`config.mk`:
```
export PLATFORM = sky130hd
export DESIGN_NAME = four_wheel_cascaded_pid_flat
export DESIGN_NICKNAME = d
export VERILOG_FILES = /design/src/hw/rtl/fwcpid_pkg.sv /design/src/hw/rtl/fwcpid_ifs.sv /design/src/hw/rtl/fwcpid_front.sv /design/src/hw/rtl/fwcpid_queue.sv /design/src/hw/rtl/fwcpid_back.sv /design/src/hw/rtl/four_wheel_cascaded_pid.sv /design/src/flat_wrapper.sv
export SDC_FILE = /design/constraint.sdc
export NUM_CORES = 2
export LEC_CHECK = 0
export ABC_AREA = 1
export BUFFER_PORTS_ARGS = -buffer_cell sky130_fd_sc_hd__buf_2
export CAP_MARGIN = 20
export CORE_MARGIN = 2
export CORE_UTILIZATION = 55
export DETAILED_ROUTE_END_ITERATION = 7
export GPL_TIMING_DRIVEN = 0
export PLACE_DENSITY_LB_ADDON = 0.05
export SYNTH_ARGS = -nofsm -noshare
export SYNTH_HDL_FRONTEND = slang
export SYNTH_SLANG_ARGS = --single-unit
```
`constraint.sdc`:
```
create_clock -name clock -period 10.4 [get_ports clock]
set_input_delay 2.08 -clock clock [delete_from_list [all_inputs] [get_ports clock]]
set_output_delay 2.08 -clock clock [all_outputs]
set_load 0.1 [all_outputs]
```
`src/hw/rtl/fwcpid_pkg.sv`:
```
// fwcpid_pkg: widths, codes, reset values and shared types of the cascaded wheel regulator
// no dependencies; every other file of the block uses it by scoped names

package fwcpid_pkg;

   // wheel count and gain format
   localparam int WHEELS         = 4;
   localparam int GAIN_FRAC_BITS = 12;
   localparam int WHEEL_IDX_W    = (WHEELS > 1) ? $clog2(WHEELS) : 1;

   // field widths
   localparam int REQ_TYPE_W    = 2;
   localparam int WHEEL_FIELD_W = 2;
   localparam int DRIVE_W       = 16;
   localparam int DRIVE_FIELDS  = 4;
   localparam int COUNT_W       = 16;
   localparam int GAIN_W        = 16;

   // datapath widths
   localparam int DERR_W  = COUNT_W + 1;            // distance error
   localparam int DDIFF_W = DERR_W + 1;             // distance error change
   localparam int SUM_W   = 32;                     // error sum, speed target, speed error
   localparam int SDIFF_W = SUM_W + 1;              // speed error change
   localparam int PROD_W  = GAIN_W + 1 + SDIFF_W;   // one product of the shared multiplier
   localparam int ACC_W   = PROD_W + 2;             // sum of up to three products
   localparam int SCL_W   = ACC_W - GAIN_FRAC_BITS; // accumulator after the gain shift

   // configuration port
   localparam int CSR_IDX_W  = 3;
   localparam int CSR_DATA_W = 16;

   localparam logic [CSR_IDX_W-1:0] CSR_TARGET   = 3'd0;
   localparam logic [CSR_IDX_W-1:0] CSR_DIST_KP  = 3'd1;
   localparam logic [CSR_IDX_W-1:0] CSR_DIST_KI  = 3'd2;
   localparam logic [CSR_IDX_W-1:0] CSR_DIST_KD  = 3'd3;
   localparam logic [CSR_IDX_W-1:0] CSR_SPEED_KP = 3'd4;
   localparam logic [CSR_IDX_W-1:0] CSR_SPEED_KI = 3'd5;

   localparam logic [CSR_DATA_W-1:0] TARGET_RST   = 16'd690;
   localparam logic [CSR_DATA_W-1:0] DIST_KP_RST  = 16'd614;
   localparam logic [CSR_DATA_W-1:0] DIST_KI_RST  = 16'd0;
   localparam logic [CSR_DATA_W-1:0] DIST_KD_RST  = 16'd819;
   localparam logic [CSR_DATA_W-1:0] SPEED_KP_RST = 16'd410;
   localparam logic [CSR_DATA_W-1:0] SPEED_KI_RST = 16'd410;

   // request codes on the input channel
   localparam logic [REQ_TYPE_W-1:0] REQ_PULSE = 2'd0;
   localparam logic [REQ_TYPE_W-1:0] REQ_TICK  = 2'd1;
   localparam logic [REQ_TYPE_W-1:0] REQ_START = 2'd2;

   // command queue between front and back
   localparam int QUEUE_DEPTH = 2;
   localparam int QPTR_W      = (QUEUE_DEPTH > 1) ? $clog2(QUEUE_DEPTH) : 1;
   localparam int QCNT_W      = $clog2(QUEUE_DEPTH + 1);

   typedef enum logic [1:0] {
      CMD_REPORT,
      CMD_PULSE,
      CMD_TICK,
      CMD_START
   } cmd_kind_type;

   typedef struct packed {
      cmd_kind_type           kind;
      logic [WHEEL_IDX_W-1:0] wheel;
   } cmd_type;

   typedef struct packed {
      logic [CSR_DATA_W-1:0] target_pulses;
      logic [GAIN_W-1:0]     dist_kp;
      logic [GAIN_W-1:0]     dist_ki;
      logic [GAIN_W-1:0]     dist_kd;
      logic [GAIN_W-1:0]     speed_kp;
      logic [GAIN_W-1:0]     speed_ki;
   } cfg_type;

endpackage

```
`src/hw/rtl/fwcpid_ifs.sv`:
```
// fwcpid_req_if and fwcpid_rsp_if: valid/ready channels of the cascaded wheel regulator
// depends on fwcpid_pkg for the field widths

interface fwcpid_req_if;
   logic                                valid;
   logic                                ready;
   logic [fwcpid_pkg::REQ_TYPE_W-1:0]    req_type;
   logic [fwcpid_pkg::WHEEL_FIELD_W-1:0] wheel;

   modport source (output valid, req_type, wheel, input ready);
   modport sink   (input valid, req_type, wheel, output ready);
endinterface

interface fwcpid_rsp_if;
   logic                                valid;
   logic                                ready;
   logic signed [fwcpid_pkg::DRIVE_W-1:0] drive_front_left;
   logic signed [fwcpid_pkg::DRIVE_W-1:0] drive_rear_left;
   logic signed [fwcpid_pkg::DRIVE_W-1:0] drive_front_right;
   logic signed [fwcpid_pkg::DRIVE_W-1:0] drive_rear_right;
   logic                                move_done;

   modport source (output valid, drive_front_left, drive_rear_left, drive_front_right,
                   drive_rear_right, move_done, input ready);
   modport sink   (input valid, drive_front_left, drive_rear_left, drive_front_right,
                   drive_rear_right, move_done, output ready);
endinterface

```
`src/hw/rtl/fwcpid_front.sv`:
```
// fwcpid_front: takes request words and turns them into commands for the queue
// depends on fwcpid_pkg and fwcpid_req_if

module fwcpid_front (
   input  logic                clock,
   input  logic                reset,
   fwcpid_req_if.sink          req_ch,
   output logic                push_valid,
   output fwcpid_pkg::cmd_type push_cmd,
   input  logic                push_ready
);

   logic                hold_valid_ff, hold_valid_in;
   fwcpid_pkg::cmd_type hold_cmd_ff, hold_cmd_in;
   fwcpid_pkg::cmd_type cmd_class;
   logic                req_take;

   // pulses for absent wheels and the unused code only report
   always_comb begin
      cmd_class.wheel = fwcpid_pkg::WHEEL_IDX_W'(req_ch.wheel);
      unique case (req_ch.req_type)
         fwcpid_pkg::REQ_PULSE: begin
            if (int'(req_ch.wheel) < fwcpid_pkg::WHEELS) begin
               cmd_class.kind = fwcpid_pkg::CMD_PULSE;
            end else begin
               cmd_class.kind = fwcpid_pkg::CMD_REPORT;
            end
         end
         fwcpid_pkg::REQ_TICK:  cmd_class.kind = fwcpid_pkg::CMD_TICK;
         fwcpid_pkg::REQ_START: cmd_class.kind = fwcpid_pkg::CMD_START;
         default:               cmd_class.kind = fwcpid_pkg::CMD_REPORT;
      endcase
   end

   assign req_ch.ready = !hold_valid_ff || push_ready;
   assign req_take     = req_ch.valid && req_ch.ready;
   assign push_valid   = hold_valid_ff;
   assign push_cmd     = hold_cmd_ff;

   always_comb begin
      hold_valid_in = hold_valid_ff;
      hold_cmd_in   = hold_cmd_ff;
      if (req_take) begin
         hold_valid_in = 1'b1;
         hold_cmd_in   = cmd_class;
      end else if (push_ready) begin
         hold_valid_in = 1'b0;
      end
   end

   always_ff @(posedge clock) begin
      if (reset) begin
         hold_valid_ff <= 1'b0;
      end else begin
         hold_valid_ff <= hold_valid_in;
      end
      hold_cmd_ff <= hold_cmd_in;
   end

endmodule

```
`src/hw/rtl/fwcpid_queue.sv`:
```
// fwcpid_queue: short command queue between the front and the back of the regulator
// depends on fwcpid_pkg for the command type and depth

module fwcpid_queue (
   input  logic                clock,
   input  logic                reset,
   input  logic                push_valid,
   input  fwcpid_pkg::cmd_type push_cmd,
   output logic                push_ready,
   output logic                pop_valid,
   output fwcpid_pkg::cmd_type pop_cmd,
   input  logic                pop_ready
);

   fwcpid_pkg::cmd_type              slot_ff [fwcpid_pkg::QUEUE_DEPTH];
   logic [fwcpid_pkg::QPTR_W-1:0]     wr_ptr_ff, wr_ptr_in;
   logic [fwcpid_pkg::QPTR_W-1:0]     rd_ptr_ff, rd_ptr_in;
   logic [fwcpid_pkg::QCNT_W-1:0]     cnt_ff, cnt_in;
   logic                             do_push, do_pop;

   localparam logic [fwcpid_pkg::QPTR_W-1:0] LAST_SLOT =
      fwcpid_pkg::QPTR_W'(fwcpid_pkg::QUEUE_DEPTH - 1);

   assign push_ready = (cnt_ff != fwcpid_pkg::QCNT_W'(fwcpid_pkg::QUEUE_DEPTH));
   assign pop_valid  = (cnt_ff != '0);
   assign pop_cmd    = slot_ff[rd_ptr_ff];
   assign do_push    = push_valid && push_ready;
   assign do_pop     = pop_valid && pop_ready;

   always_comb begin
      wr_ptr_in = wr_ptr_ff;
      rd_ptr_in = rd_ptr_ff;
      cnt_in    = cnt_ff;
      if (do_push) begin
         wr_ptr_in = (wr_ptr_ff == LAST_SLOT) ? '0 : wr_ptr_ff + 1'b1;
      end
      if (do_pop) begin
         rd_ptr_in = (rd_ptr_ff == LAST_SLOT) ? '0 : rd_ptr_ff + 1'b1;
      end
      if (do_push && !do_pop) begin
         cnt_in = cnt_ff + 1'b1;
      end else if (do_pop && !do_push) begin
         cnt_in = cnt_ff - 1'b1;
      end
   end

   always_ff @(posedge clock) begin
      if (reset) begin
         wr_ptr_ff <= '0;
         rd_ptr_ff <= '0;
         cnt_ff    <= '0;
      end else begin
         wr_ptr_ff <= wr_ptr_in;
         rd_ptr_ff <= rd_ptr_in;
         cnt_ff    <= cnt_in;
      end
      if (do_push) begin
         slot_ff[wr_ptr_ff] <= push_cmd;
      end
   end

endmodule

```
`src/hw/rtl/fwcpid_back.sv`:
```
// fwcpid_back: executes queued commands on the wheel state with one shared multiplier
// depends on fwcpid_pkg and fwcpid_rsp_if

module fwcpid_back (
   input  logic                clock,
   input  logic                reset,
   input  fwcpid_pkg::cfg_type cfg,
   input  logic                q_valid,
   input  fwcpid_pkg::cmd_type q_cmd,
   output logic                q_pop,
   fwcpid_rsp_if.source        rsp_ch
);

   localparam int WHEELS  = fwcpid_pkg::WHEELS;
   localparam int IDX_W   = fwcpid_pkg::WHEEL_IDX_W;
   localparam int COUNT_W = fwcpid_pkg::COUNT_W;
   localparam int DERR_W  = fwcpid_pkg::DERR_W;
   localparam int DDIFF_W = fwcpid_pkg::DDIFF_W;
   localparam int SUM_W   = fwcpid_pkg::SUM_W;
   localparam int SDIFF_W = fwcpid_pkg::SDIFF_W;
   localparam int PROD_W  = fwcpid_pkg::PROD_W;
   localparam int ACC_W   = fwcpid_pkg::ACC_W;
   localparam int SCL_W   = fwcpid_pkg::SCL_W;
   localparam int DRIVE_W = fwcpid_pkg::DRIVE_W;
   localparam int GAIN_W  = fwcpid_pkg::GAIN_W;
   localparam int FRAC    = fwcpid_pkg::GAIN_FRAC_BITS;
   localparam int DSUM_W  = SCL_W + 1;
   localparam int FIELDS  = fwcpid_pkg::DRIVE_FIELDS;

   localparam logic [ACC_W-1:0] ROUND_BIAS = ACC_W'((64'd1 << FRAC) - 64'd1);
   localparam logic [IDX_W-1:0] LAST_WHEEL = IDX_W'(WHEELS - 1);

   // sequencer states
   localparam logic [1:0] ST_IDLE = 2'd0;
   localparam logic [1:0] ST_TICK = 2'd1;
   localparam logic [1:0] ST_EMIT = 2'd2;

   // per-wheel steps of a tick
   localparam logic [3:0] PH_ERR    = 4'd0;
   localparam logic [3:0] PH_M_KP   = 4'd1;
   localparam logic [3:0] PH_M_KI   = 4'd2;
   localparam logic [3:0] PH_M_KD   = 4'd3;
   localparam logic [3:0] PH_ACC_D  = 4'd4;
   localparam logic [3:0] PH_SPD    = 4'd5;
   localparam logic [3:0] PH_SE     = 4'd6;
   localparam logic [3:0] PH_SDIFF  = 4'd7;
   localparam logic [3:0] PH_M_SKP  = 4'd8;
   localparam logic [3:0] PH_M_SKI  = 4'd9;
   localparam logic [3:0] PH_ACC_S  = 4'd10;
   localparam logic [3:0] PH_INC    = 4'd11;
   localparam logic [3:0] PH_DRV    = 4'd12;

   function automatic logic signed [SCL_W-1:0] gain_shift(input logic signed [ACC_W-1:0] v);
      logic signed [ACC_W-1:0] biased;
      biased = v + (v[ACC_W-1] ? ROUND_BIAS : '0);
      return biased[ACC_W-1:FRAC];
   endfunction

   function automatic logic signed [SUM_W-1:0] sat_scl(input logic signed [SCL_W-1:0] v);
      logic [SCL_W-SUM_W:0] hi;
      hi = v[SCL_W-1:SUM_W-1];
      if (&hi || ~|hi) begin
         return v[SUM_W-1:0];
      end
      return v[SCL_W-1] ? {1'b1, {(SUM_W-1){1'b0}}} : {1'b0, {(SUM_W-1){1'b1}}};
   endfunction

   function automatic logic signed [SUM_W-1:0] sat_wide(input logic signed [SUM_W:0] v);
      if (v[SUM_W] == v[SUM_W-1]) begin
         return v[SUM_W-1:0];
      end
      return v[SUM_W] ? {1'b1, {(SUM_W-1){1'b0}}} : {1'b0, {(SUM_W-1){1'b1}}};
   endfunction

   function automatic logic signed [DRIVE_W-1:0] sat_drive(input logic signed [DSUM_W-1:0] v);
      logic [DSUM_W-DRIVE_W:0] hi;
      hi = v[DSUM_W-1:DRIVE_W-1];
      if (&hi || ~|hi) begin
         return v[DRIVE_W-1:0];
      end
      return v[DSUM_W-1] ? {1'b1, {(DRIVE_W-1){1'b0}}} : {1'b0, {(DRIVE_W-1){1'b1}}};
   endfunction

   // wheel state
   logic        [COUNT_W-1:0] period_ff  [WHEELS], period_in  [WHEELS];
   logic        [COUNT_W-1:0] total_ff   [WHEELS], total_in   [WHEELS];
   logic signed [DERR_W-1:0]  last_e_ff  [WHEELS], last_e_in  [WHEELS];
   logic signed [SUM_W-1:0]   esum_ff    [WHEELS], esum_in    [WHEELS];
   logic signed [SUM_W-1:0]   last_se_ff [WHEELS], last_se_in [WHEELS];
   logic signed [DRIVE_W-1:0] drive_ff   [WHEELS], drive_in   [WHEELS];

   // sequencer and working registers
   logic [1:0]                st_ff, st_in;
   logic [3:0]                ph_ff, ph_in;
   logic [IDX_W-1:0]          wh_ff, wh_in;
   logic signed [DERR_W-1:0]  e_ff, e_in;
   logic signed [SUM_W-1:0]   sum_ff, sum_in;
   logic signed [DDIFF_W-1:0] dd_ff, dd_in;
   logic signed [SUM_W-1:0]   spd_ff, spd_in;
   logic signed [SUM_W-1:0]   se_ff, se_in;
   logic signed [SDIFF_W-1:0] sd_ff, sd_in;
   logic signed [PROD_W-1:0]  prod_ff, prod_in;
   logic signed [ACC_W-1:0]   acc_ff, acc_in;
   logic signed [SCL_W-1:0]   inc_ff, inc_in;

   // result register
   logic                      rsp_valid_ff, rsp_valid_in;
   logic signed [DRIVE_W-1:0] rsp_drive_ff [FIELDS], rsp_drive_in [FIELDS];
   logic                      rsp_done_ff, rsp_done_in;

   logic [IDX_W-1:0]          idx;
   logic [GAIN_W-1:0]         mul_gain;
   logic signed [SDIFF_W-1:0] mul_b;
   logic signed [GAIN_W:0]    mul_a;
   logic signed [SUM_W:0]     wide_sum;
   logic signed [DSUM_W-1:0]  drive_sum;
   logic signed [DRIVE_W-1:0] drive_field [FIELDS];
   logic                      done_now;
   logic                      rsp_free;

   for (genvar f = 0; f < FIELDS; f++) begin : g_field
      if (f < WHEELS) begin : g_present
         assign drive_field[f] = drive_ff[f];
      end else begin : g_absent
         assign drive_field[f] = '0;
      end
   end

   always_comb begin
      done_now = 1'b0;
      for (int w = 0; w < WHEELS; w++) begin
         if (total_ff[w] > cfg.target_pulses) begin
            done_now = 1'b1;
         end
      end
   end

   assign rsp_free = !rsp_valid_ff || rsp_ch.ready;
   assign q_pop    = q_valid && (st_ff == ST_IDLE);
   assign idx      = (st_ff == ST_IDLE) ? q_cmd.wheel : wh_ff;

   // shared 17x33 multiplier, registered output
   assign mul_a   = $signed({1'b0, mul_gain});
   assign prod_in = mul_a * mul_b;

   always_comb begin
      st_in        = st_ff;
      ph_in        = ph_ff;
      wh_in        = wh_ff;
      period_in    = period_ff;
      total_in     = total_ff;
      last_e_in    = last_e_ff;
      esum_in      = esum_ff;
      last_se_in   = last_se_ff;
      drive_in     = drive_ff;
      e_in         = e_ff;
      sum_in       = sum_ff;
      dd_in        = dd_ff;
      spd_in       = spd_ff;
      se_in        = se_ff;
      sd_in        = sd_ff;
      acc_in       = acc_ff;
      inc_in       = inc_ff;
      rsp_drive_in = rsp_drive_ff;
      rsp_done_in  = rsp_done_ff;
      rsp_valid_in = rsp_valid_ff && !rsp_ch.ready;
      mul_gain     = '0;
      mul_b        = '0;
      wide_sum     = '0;
      drive_sum    = '0;

      unique case (st_ff)
         ST_IDLE: begin
            if (q_valid) begin
               unique case (q_cmd.kind)
                  fwcpid_pkg::CMD_PULSE: begin
                     if (period_ff[idx] != '1) begin
                        period_in[idx] = period_ff[idx] + 1'b1;
                     end
                     if (total_ff[idx] != '1) begin
                        total_in[idx] = total_ff[idx] + 1'b1;
                     end
                     st_in = ST_EMIT;
                  end
                  fwcpid_pkg::CMD_TICK: begin
                     wh_in = '0;
                     ph_in = PH_ERR;
                     st_in = ST_TICK;
                  end
                  fwcpid_pkg::CMD_START: begin
                     for (int w = 0; w < WHEELS; w++) begin
                        total_in[w]   = '0;
                        last_e_in[w]  = '0;
                        esum_in[w]    = '0;
                        last_se_in[w] = '0;
                        drive_in[w]   = '0;
                     end
                     st_in = ST_EMIT;
                  end
                  fwcpid_pkg::CMD_REPORT: begin
                     st_in = ST_EMIT;
                  end
               endcase
            end
         end
         ST_TICK: begin
            ph_in = ph_ff + 1'b1;
            unique case (ph_ff)
               PH_ERR: begin
                  e_in     = $signed({1'b0, cfg.target_pulses}) - $signed({1'b0, total_ff[idx]});
                  wide_sum = (SUM_W + 1)'(esum_ff[idx]) + (SUM_W + 1)'(e_in);
                  sum_in   = sat_wide(wide_sum);
                  dd_in    = DDIFF_W'(e_in) - DDIFF_W'(last_e_ff[idx]);
               end
               PH_M_KP: begin
                  mul_gain = cfg.dist_kp;
                  mul_b    = SDIFF_W'(e_ff);
               end
               PH_M_KI: begin
                  mul_gain = cfg.dist_ki;
                  mul_b    = SDIFF_W'(sum_ff);
                  acc_in   = ACC_W'(prod_ff);
               end
               PH_M_KD: begin
                  mul_gain = cfg.dist_kd;
                  mul_b    = SDIFF_W'(dd_ff);
                  acc_in   = acc_ff + ACC_W'(prod_ff);
               end
               PH_ACC_D: begin
                  acc_in = acc_ff + ACC_W'(prod_ff);
               end
               PH_SPD: begin
                  spd_in = sat_scl(gain_shift(acc_ff));
               end
               PH_SE: begin
                  wide_sum = (SUM_W + 1)'(spd_ff) - $signed({{(SUM_W + 1 - COUNT_W){1'b0}},
                                                             period_ff[idx]});
                  se_in    = sat_wide(wide_sum);
               end
               PH_SDIFF: begin
                  sd_in = SDIFF_W'(se_ff) - SDIFF_W'(last_se_ff[idx]);
               end
               PH_M_SKP: begin
                  mul_gain = cfg.speed_kp;
                  mul_b    = sd_ff;
               end
               PH_M_SKI: begin
                  mul_gain = cfg.speed_ki;
                  mul_b    = SDIFF_W'(se_ff);
                  acc_in   = ACC_W'(prod_ff);
               end
               PH_ACC_S: begin
                  acc_in = acc_ff + ACC_W'(prod_ff);
               end
               PH_INC: begin
                  inc_in = gain_shift(acc_ff);
               end
               PH_DRV: begin
                  drive_sum       = DSUM_W'(drive_ff[idx]) + DSUM_W'(inc_ff);
                  drive_in[idx]   = sat_drive(drive_sum);
                  esum_in[idx]    = sum_ff;
                  last_e_in[idx]  = e_ff;
                  last_se_in[idx] = se_ff;
                  period_in[idx]  = '0;
                  ph_in           = PH_ERR;
                  if (wh_ff == LAST_WHEEL) begin
                     st_in = ST_EMIT;
                  end else begin
                     wh_in = wh_ff + 1'b1;
                  end
               end
               default: begin
                  ph_in = PH_ERR;
               end
            endcase
         end
         ST_EMIT: begin
            if (rsp_free) begin
               for (int f = 0; f < FIELDS; f++) begin
                  rsp_drive_in[f] = drive_field[f];
               end
               rsp_done_in  = done_now;
               rsp_valid_in = 1'b1;
               st_in        = ST_IDLE;
            end
         end
         default: begin
            st_in = ST_IDLE;
         end
      endcase
   end

   always_ff @(posedge clock) begin
      if (reset) begin
         st_ff        <= ST_IDLE;
         ph_ff        <= PH_ERR;
         wh_ff        <= '0;
         rsp_valid_ff <= 1'b0;
         period_ff    <= '{default: '0};
         total_ff     <= '{default: '0};
         last_e_ff    <= '{default: '0};
         esum_ff      <= '{default: '0};
         last_se_ff   <= '{default: '0};
         drive_ff     <= '{default: '0};
      end else begin
         st_ff        <= st_in;
         ph_ff        <= ph_in;
         wh_ff        <= wh_in;
         rsp_valid_ff <= rsp_valid_in;
         period_ff    <= period_in;
         total_ff     <= total_in;
         last_e_ff    <= last_e_in;
         esum_ff      <= esum_in;
         last_se_ff   <= last_se_in;
         drive_ff     <= drive_in;
      end
      e_ff         <= e_in;
      sum_ff       <= sum_in;
      dd_ff        <= dd_in;
      spd_ff       <= spd_in;
      se_ff        <= se_in;
      sd_ff        <= sd_in;
      prod_ff      <= prod_in;
      acc_ff       <= acc_in;
      inc_ff       <= inc_in;
      rsp_drive_ff <= rsp_drive_in;
      rsp_done_ff  <= rsp_done_in;
   end

   assign rsp_ch.valid             = rsp_valid_ff;
   assign rsp_ch.drive_front_left  = rsp_drive_ff[0];
   assign rsp_ch.drive_rear_left   = rsp_drive_ff[1];
   assign rsp_ch.drive_front_right = rsp_drive_ff[2];
   assign rsp_ch.drive_rear_right  = rsp_drive_ff[3];
   assign rsp_ch.move_done         = rsp_done_ff;

   // wheel sweep moves on to the next wheel from its first step
   a_next_wheel: assert property (@(posedge clock) disable iff (reset)
      (st_ff == ST_TICK && ph_ff == PH_DRV && wh_ff != LAST_WHEEL) |=>
      (st_ff == ST_TICK && ph_ff == PH_ERR && wh_ff == IDX_W'($past(wh_ff) + 1'b1)))
      else $error("tick sweep did not advance to the next wheel");

   a_sweep_end: assert property (@(posedge clock) disable iff (reset)
      (st_ff == ST_TICK && ph_ff == PH_DRV && wh_ff == LAST_WHEEL) |=> (st_ff == ST_EMIT))
      else $error("tick sweep did not end in the report step");

   a_start_clear: assert property (@(posedge clock) disable iff (reset)
      (q_pop && q_cmd.kind == fwcpid_pkg::CMD_START) |=>
      (drive_ff[0] == '0 && total_ff[0] == '0 && esum_ff[0] == '0))
      else $error("start command left wheel state set");

   a_emit: assert property (@(posedge clock) disable iff (reset)
      (st_ff == ST_EMIT && rsp_free) |=> (rsp_valid_ff && st_ff == ST_IDLE))
      else $error("report step did not load the result register");

endmodule

```
`src/hw/rtl/four_wheel_cascaded_pid.sv`:
```
// four_wheel_cascaded_pid: top level of the four-wheel cascaded position/speed regulator
// depends on fwcpid_pkg, fwcpid_ifs, fwcpid_front, fwcpid_queue and fwcpid_back
//
// req_ch carries one word per event: an encoder pulse for one wheel, a control tick
// or the start of a new move. rsp_ch returns exactly one word for every request word:
// the four drive levels after that event and the move_done flag. both are valid/ready
// channels; a word moves on a rising edge with valid and ready high.
// csr_we/csr_index/csr_wdata write the target and the five gains, one register a cycle;
// the user must write them only while no request is in flight; the block does not enforce it.
// the front stage registers and classifies each request and hands it to a two-entry
// command queue; the back end works through the queue one command at a time.
// a request passes the front register and the queue before it reaches the back end.
// a pulse, start or unused code then goes from the fetch state to the report state; a
// tick runs 13 steps per wheel for each of the 4 wheels between fetch and report.
// the tick time is set by the one shared 17x33 multiplier that the back end steps
// through the five gain products of each wheel in turn.
// a finished result sits in the output register while the front keeps taking requests
// until the queue is full; a stalled receiver then backs up to req_ch.ready.
// reset clears the wheel counts, errors, sums and drives and loads the default target
// and gains; the block is ready for requests as soon as reset is low.

module four_wheel_cascaded_pid (
   input  logic                                clock,
   input  logic                                reset,
   fwcpid_req_if.sink                          req_ch,
   fwcpid_rsp_if.source                        rsp_ch,
   input  logic                                csr_we,
   input  logic [fwcpid_pkg::CSR_IDX_W-1:0]    csr_index,
   input  logic [fwcpid_pkg::CSR_DATA_W-1:0]   csr_wdata
);

   fwcpid_pkg::cfg_type cfg_ff, cfg_in;

   // command hand-off between front and queue, queue and back end
   logic                push_valid;
   fwcpid_pkg::cmd_type push_cmd;
   logic                push_ready;
   logic                pop_valid;
   fwcpid_pkg::cmd_type pop_cmd;
   logic                pop_ready;

   // register file: writes beyond the list are dropped
   always_comb begin
      cfg_in = cfg_ff;
      if (csr_we) begin
         unique case (csr_index)
            fwcpid_pkg::CSR_TARGET:   cfg_in.target_pulses = csr_wdata;
            fwcpid_pkg::CSR_DIST_KP:  cfg_in.dist_kp       = csr_wdata;
            fwcpid_pkg::CSR_DIST_KI:  cfg_in.dist_ki       = csr_wdata;
            fwcpid_pkg::CSR_DIST_KD:  cfg_in.dist_kd       = csr_wdata;
            fwcpid_pkg::CSR_SPEED_KP: cfg_in.speed_kp      = csr_wdata;
            fwcpid_pkg::CSR_SPEED_KI: cfg_in.speed_ki      = csr_wdata;
            default:                  cfg_in               = cfg_ff;
         endcase
      end
   end

   always_ff @(posedge clock) begin
      if (reset) begin
         cfg_ff.target_pulses <= fwcpid_pkg::TARGET_RST;
         cfg_ff.dist_kp       <= fwcpid_pkg::DIST_KP_RST;
         cfg_ff.dist_ki       <= fwcpid_pkg::DIST_KI_RST;
         cfg_ff.dist_kd       <= fwcpid_pkg::DIST_KD_RST;
         cfg_ff.speed_kp      <= fwcpid_pkg::SPEED_KP_RST;
         cfg_ff.speed_ki      <= fwcpid_pkg::SPEED_KI_RST;
      end else begin
         cfg_ff <= cfg_in;
      end
   end

   // front: request register and classification
   fwcpid_front u_front (
      .clock      (clock),
      .reset      (reset),
      .req_ch     (req_ch),
      .push_valid (push_valid),
      .push_cmd   (push_cmd),
      .push_ready (push_ready)
   );

   // queue: lets the front run ahead of a long tick
   fwcpid_queue u_queue (
      .clock      (clock),
      .reset      (reset),
      .push_valid (push_valid),
      .push_cmd   (push_cmd),
      .push_ready (push_ready),
      .pop_valid  (pop_valid),
      .pop_cmd    (pop_cmd),
      .pop_ready  (pop_ready)
   );

   // back end: wheel state, loop arithmetic and result register
   fwcpid_back u_back (
      .clock   (clock),
      .reset   (reset),
      .cfg     (cfg_ff),
      .q_valid (pop_valid),
      .q_cmd   (pop_cmd),
      .q_pop   (pop_ready),
      .rsp_ch  (rsp_ch)
   );

endmodule

```
`src/flat_wrapper.sv`:
```
// flat-port wrapper written by rule: the top's interface ports become plain ports
module four_wheel_cascaded_pid_flat 
  (clock, reset, csr_we, csr_index, csr_wdata, req_ch_valid, req_ch_req_type, req_ch_wheel, req_ch_ready, rsp_ch_valid, rsp_ch_drive_front_left, rsp_ch_drive_rear_left, rsp_ch_drive_front_right, rsp_ch_drive_rear_right, rsp_ch_move_done, rsp_ch_ready);
  fwcpid_req_if req_ch_i ();
  fwcpid_rsp_if rsp_ch_i ();
  input  logic clock;
  input  logic reset;
  input  logic csr_we;
  input  logic [fwcpid_pkg::CSR_IDX_W-1:0] csr_index;
  input  logic [fwcpid_pkg::CSR_DATA_W-1:0] csr_wdata;
  input wire logic [$bits(req_ch_i.valid)-1:0] req_ch_valid;
  input wire logic [$bits(req_ch_i.req_type)-1:0] req_ch_req_type;
  input wire logic [$bits(req_ch_i.wheel)-1:0] req_ch_wheel;
  output wire logic [$bits(req_ch_i.ready)-1:0] req_ch_ready;
  output wire logic [$bits(rsp_ch_i.valid)-1:0] rsp_ch_valid;
  output wire logic [$bits(rsp_ch_i.drive_front_left)-1:0] rsp_ch_drive_front_left;
  output wire logic [$bits(rsp_ch_i.drive_rear_left)-1:0] rsp_ch_drive_rear_left;
  output wire logic [$bits(rsp_ch_i.drive_front_right)-1:0] rsp_ch_drive_front_right;
  output wire logic [$bits(rsp_ch_i.drive_rear_right)-1:0] rsp_ch_drive_rear_right;
  output wire logic [$bits(rsp_ch_i.move_done)-1:0] rsp_ch_move_done;
  input wire logic [$bits(rsp_ch_i.ready)-1:0] rsp_ch_ready;
  assign req_ch_i.valid = req_ch_valid;
  assign req_ch_i.req_type = req_ch_req_type;
  assign req_ch_i.wheel = req_ch_wheel;
  assign req_ch_ready = req_ch_i.ready;
  assign rsp_ch_valid = rsp_ch_i.valid;
  assign rsp_ch_drive_front_left = rsp_ch_i.drive_front_left;
  assign rsp_ch_drive_rear_left = rsp_ch_i.drive_rear_left;
  assign rsp_ch_drive_front_right = rsp_ch_i.drive_front_right;
  assign rsp_ch_drive_rear_right = rsp_ch_i.drive_rear_right;
  assign rsp_ch_move_done = rsp_ch_i.move_done;
  assign rsp_ch_i.ready = rsp_ch_ready;
  four_wheel_cascaded_pid u_core (.clock(clock), .reset(reset), .req_ch(req_ch_i), .rsp_ch(rsp_ch_i), .csr_we(csr_we), .csr_index(csr_index), .csr_wdata(csr_wdata));
endmodule
```
Word level (Yosys, flattened, before mapping)
Memories as Yosys holds them, arrays and structs flattened. A register that Yosys moved wholly into a read port is not among the register bits.
Index checks and enable logic that the tools add are counted.
{"block": "word_totals", "romBits": 0, "mem_count": 1, "regBits": 1001, "output_inout_bits": 67, "mem_bits_rw": 8, "inputBits": 28, "latch_bits": 0}
{"block": "classes", "n_mul": 1, "bitwise_logic": 3, "n_reduce_logical": 58, "muxes": 113, "order_cmp": 6, "n_addsub": 16, "shifts": 0, "div": 0, "n_eq_ne": 40}
{"name": "u_core.u_queue.slot_ff", "words": 2, "width": 4, "rd": 1, "rd_ports_with_merged_regs": 1, "wr": 1, "line_no": "fwcpid_queue.sv:15", "text": "fwcpid_pkg::cmd_type slot_ff [fwcpid_pkg::QUEUE_DEPTH];"}
{"cell": "128-bit 2-to-1 mux", "n": 4}
{"cell": "64-bit 2-to-1 mux", "n": 8}
{"cell": "128-bit case mux with 2 select lines", "n": 2}
{"cell": "32-bit 2-to-1 mux", "n": 14}
{"cell": "64-bit case mux with 2 select lines", "n": 3}
{"cell": "128-bit bitwise mux", "n": 2}
{"cell": "16-bit 2-to-1 mux", "n": 13}
{"cell": "68-bit 2-to-1 mux", "n": 3}
{"cell": "64-bit bitwise mux", "n": 3}
{"cell": "33-bit case mux with 5 select lines", "n": 1}
{"cell": "68-bit case mux with 2 select lines", "n": 1}
{"cell": "32-bit binary-select mux with 2-bit select", "n": 2}
{"cell": "52-bit case mux with 2 select lines", "n": 1}
{"cell": "16-bit binary-select mux with 2-bit select", "n": 3}
{"cell": "16-bit case mux with 5 select lines", "n": 1}
{"cell": "68-bit bitwise mux", "n": 1}
{"cell": "64-bit AND", "n": 1}
{"cell": "32-bit demux with 2-bit select", "n": 1}
{"cell": "16-bit greater-than comparator", "n": 4}
{"cell": "64-bit NOT", "n": 1}
{"cell": "52-bit by 12-bit adder with 52-bit output", "n": 1}
{"cell": "52-bit by 50-bit adder with 52-bit output", "n": 1}
{"cell": "17-bit 2-to-1 mux", "n": 3}
{"cell": "17-bit by 33-bit multiplier with 50-bit output", "n": 1}
{"cell": "other kinds (56)", "n": 162}

Longest topological paths before layout
{"block": "depth", "word_depth": 19, "mapped_depth": 40, "depth_no_buf": 38}

Hierarchy
Synthesis repeated with hierarchy kept, for this count alone.
{"block": "unflattened", "hier_cells": 9728, "hier_area_um2": 74188.7}
{"mod": "fwcpid_back", "cells_each": 9133, "seq_area_each_um2": 21150.3, "instances": 1, "area_each_um2": 69719.4}
{"mod": "four_wheel_cascaded_pid", "cells_each": 527, "seq_area_each_um2": 1921.8, "instances": 1, "area_each_um2": 3706.1}
{"mod": "fwcpid_queue", "cells_each": 49, "seq_area_each_um2": 340.3, "instances": 1, "area_each_um2": 535.5}
{"mod": "fwcpid_front", "cells_each": 19, "seq_area_each_um2": 140.1, "instances": 1, "area_each_um2": 227.7}

Worst setup path after synthesis
Ideal clock, no wire load.
{"block": "synth_timing", "kind": "flip-flop to flip-flop", "start": "reg u_core.u_back.ph_ff[2]", "end": "reg u_core.u_back.prod_ff[45]", "setup_slack_ns": 3.142, "setup_time_ns": 0.072, "n_path_buf": 2, "arrival_ns": 7.187, "stages_incl_launch_ff": 30, "path_cell_list": "dfxtp_1 -> clkbuf_1 -> nor2_1 -> inv_1 -> nor2_2 -> inv_1 -> nand4_1 -> nand2_1 -> inv_1 -> buf_1 -> nand2_1 -> nor2_1 -> inv_1 -> fa_1 -> inv_1 -> fa_1 -> fa_1 -> fa_1 -> fa_1 -> inv_1 -> fa_1 -> inv_1 -> ha_1 -> nand2_1 -> nor2_1 -> inv_1 -> nor4_1 -> nand3_1 -> nand3_1 -> xor2_1"}
{"block": "synth_via", "elab_chain_len": 4}
{"element": "start: declaration", "line_no": "fwcpid_back.sv:94", "text": "logic [3:0] ph_ff, ph_in;"}
{"element": "start signal: assignment", "line_no": "fwcpid_back.sv:307", "text": "ph_ff <= ph_in;"}
{"element": "4-bit == test, or another cell as far along", "line_no": "fwcpid_back.sv:208", "text": "unique case (ph_ff)"}
{"element": "16-bit case mux with 5 select lines or 33-bit case mux with 5 select lines (tied branches)", "line_no": "fwcpid_back.sv:208"}
{"element": "16-bit 2-to-1 mux or 33-bit 2-to-1 mux (tied branches)", "line_no": "fwcpid_back.sv:172", "text": "unique case (st_ff)"}
{"element": "17-bit by 33-bit multiplier with 50-bit output (*)", "line_no": "fwcpid_back.sv:144", "text": "assign prod_in = mul_a * mul_b;"}
{"element": "named net u_core.u_back.prod_in[45]", "line_no": "fwcpid_back.sv:102", "text": "logic signed [PROD_W-1:0] prod_ff, prod_in;"}
{"element": "end signal: assignment", "line_no": "fwcpid_back.sv:323", "text": "prod_ff <= prod_in;"}
{"element": "end: declaration", "line_no": "fwcpid_back.sv:102"}
The timed path passes the listed nets; every way through them passes the cells marked *.
A chain may end at the register's enable or synchronous reset.

Worst setup path in the final report
{"block": "layout_timing", "start": "reg u_core.u_back.ph_ff[2]", "end": "reg u_core.u_back.prod_ff[46]"}
The elaborated chain is that of the path after synthesis.

==> metrics.txt <==
vias in the first global route 65400; Worst Path Required 11.02 ns; Max Clock Skew 0.0505 ns; ANT nets after route 0; all-layer global routing usage 38.9%; Avg WL per Cell 23.0 µm; Clk network pwr share 22.9%; Max-Cap Viols 0; DR DRC count 6; Tmin final 10.11 ns; critical path arrival 10.73 ns; Unique masters post-synth 63; fillers 12300; top cells by area, synth dfxtp_1, fa_1, edfxtp_1, nand2_1, ha_1; Clock Path Buffers 3; count leader, synth nand2_1; worst r2r dst u_core.u_back.prod_ff[46]; Final WS setup 0.286 ns; Crit Reg-Reg Startpoint u_core.u_back.ph_ff[2]; routed vias 67900; Post-synth EDFFs 333; clock transition at the registers of the reported paths 0.06 ns; R2R depth 30; Final GP Congestion 0.988; TritonCTS clock tree done; status finished, violations left; Setup TNS Final 0 ns; Port-buffer cells 93; post-detail-place hpwl 215000 µm; crit share post-route 97.3%; via/cell ratio 5.83; P_sw 8.13 mW; dpl cells 11400; crit path capture type register; first drt pass iteration count 8; H-tree levels 3; worst vdd ir 0.174 mV; internal power 8.74 mW; post-synthesis cell area 0.0735 mm²; Ys Warns 0; Combinational Power Share 48.6%; hold_sp u_core.cfg_ff[10]; DP Worst Slack 0.331 ns; first-pass GRT wire length 400000 µm; Hold Path End u_core.cfg_ff[10]; sequential area share after synthesis 32.1%; IO Count 95; dominant synthesized flop cell dfxtp_1; 1st-iter DRT viols 7656; Max stage delay on crit path 0.72 ns; Final Hold Vio Count 0; Lkg Pwr 34.6 nW; area share of the largest cell type after synthesis 18.5%; Max Fclk 98.9 MHz; gr ovfl total 0; Total Wirelength 268000 µm; worst skew pair latency 0.75 ns; Slew Limit Headroom 14.0%; Die Ht 369 µm; R2R Setup Slk 0.29 ns; Setup CP Type register to register; slowest CP cell nand4_1; Syn-to-layout area delta 9.22%; final setup violating endpoints 0; Post-synth top cells nand2_1, inv_1, a21oi_1, nor2_1, dfxtp_1; largest area contributor in the netlist dfxtp_1; Final #Nets 10700; Mapped Cells 9527; register share of total power 28.5%; syn_nets 10500; Die W 369 µm; Avg Cell Area, Syn 7.71 µm²; RSZ-0062 raised after global routing false; Initial Util 55.2%; hold depth 2; hold crit path type register to register; PwrDens 210 mW/mm²; Layout Utilization 60.3%; die footprint 0.136 mm²; overall power 16.9 mW; clock root buffer clkbuf_16; Slew @ Worst Pin 1.28 ns; share of cells above drive strength 1 4.29%; Critical Path Start Type register; Synth Register Bits 1010; Sw Share 48.2%; row cnt 134; Final Max Slew Viols 0; Num CTS Buffers 109; initial antenna violation count 6; largest net degree at the start of global routing 39; critical path peak fanout 10; clock tree sinks 1010; asr flop ratio synth 0%; failing checks DRC; Non-Filler Instances 11600; CORE AREA 0.133 mm²
## flip-flops by register name, indices dropped and copies added (netlist names), 16 cells and up, named ones only
signal	flops
u_core.u_back.esum_ff	128
u_core.u_back.drive_ff	64
u_core.u_back.last_e_ff	68
u_core.u_back.sum_ff	32
u_core.u_back.acc_ff	52
u_core.u_back.rsp_ch.drive_front_left	16
u_core.u_back.period_ff	64
u_core.u_back.inc_ff	40
u_core.u_back.last_se_ff	128
u_core.u_back.dd_ff	18
u_core.u_back.se_ff	32
u_core.u_back.spd_ff	32
u_core.cfg_ff	96
u_core.u_back.rsp_ch.drive_rear_left	16
u_core.u_back.e_ff	17
u_core.u_back.total_ff	64
u_core.u_back.rsp_ch.drive_front_right	16
u_core.u_back.sd_ff	33
u_core.u_back.rsp_ch.drive_rear_right	16
u_core.u_back.prod_ff	50
## repair_timing
action	in CTS	in global routing
setup endpoints to repair	0	9
buffers inserted	0	3
gates resized for setup	0	2
hold endpoints to repair	0	0
hold buffers	0	0
## cell type report
class                           instances  area [µm²]  share of cell area, %
Multi-Input combinational cell       6792       43400                   54.1
Clock buffer                          167        3170                   3.95
Inverter                             1372        5150                   6.42
Clock inverter                         39         330                  0.412
Tap cell                             1768        2210                   2.76
Sequential cell                      1010       23600                   29.4
Timing Repair Buffer                  128         938                   1.17
Buffer                                353        1480                   1.84
Antenna cell                            4        10.0                 0.0125
## power groups by stage
stage | combinational, mW | clock, mW | sequential, mW
floorplan | 4.75 | 0 | 5.16
global placement | 7.75 | 0 | 4.88
detailed placement | 7.90 | 0 | 4.86
CTS | 7.95 | 3.87 | 4.78
global route | 8.79 | 4.03 | 4.81
finish | 8.20 | 3.86 | 4.81
## how the worst max path moves through the flow
stage	end	from	slack [ns]
final	u_core.u_back.prod_ff[46]	u_core.u_back.ph_ff[2]	0.29
after floorplan	u_core.u_back.prod_ff[45]	u_core.u_back.ph_ff[2]	3.14
after detailed placement	u_core.u_back.prod_ff[39]	u_core.u_back.ph_ff[2]	0.33
after global placement	u_core.u_back.prod_ff[47]	u_core.u_back.ph_ff[0]	-0.29
after CTS	u_core.u_back.prod_ff[47]	u_core.u_back.ph_ff[2]	0.34
after global routing	u_core.u_back.prod_ff[46]	u_core.u_back.ph_ff[2]	0.06
## cell usage in the layout (no fill, tap or decap), drive strengths merged, types with 333 or more instances in the layout
cell type,count
inv,1366
a21oi,920
o21ai,346
nand2,2514
ha,410
fa,510
nor2,802
edfxtp,333
dfxtp,677
clkbuf,439
## kinds of logic (layout without fill, tap and decap cells)
logic type	count (synthesis)	after routing	share of synthesized area [%]
other	0	4	0
DFF	1010	1010	32.1
buffers and inverters	1725	2059	9.03
and+or+nand+nor	3837	3837	21.1
adders and majority gates	920	920	20.9
AOI/OAI and AO/OA	1774	1774	13.8
xor gates and xnor gates	261	261	3.11
## per-stage QoR
| stage | instance area [µm²] | hold slack [ns] |
|---|---|---|
| detailed placement | 76600 | 0.438 |
| finish | 80200 | 0.451 |
| CTS | 80100 | 0.450 |
| global placement | 76100 | 0.428 |
| floorplan | 73500 | 0.421 |
| global route | 80200 | 0.466 |
## critical path: cells and delay by family (launching register included)
family	cells	cell delay, ns
AOI/OAI and AO/OA	1	0.15
buffers and inverters	9	2.17
adders and majority gates	7	3.71
DFF	1	0.29
xor gates and xnor gates	1	0.24
and+or+nand+nor	12	3.45
## metal layers
layer / up-vias / GRT usage (%) / routed length (µm)
met1: 32400 / 49.6 / 105000
met3: 755 / 7.74 / 26000
li1: 31300 / - / -
met5: - / 0 / 35
met4: 6 / 22.3 / 17100
met2: 3389 / 61.6 / 120000
Note: power is estimated with default switching activity, not from simulation.
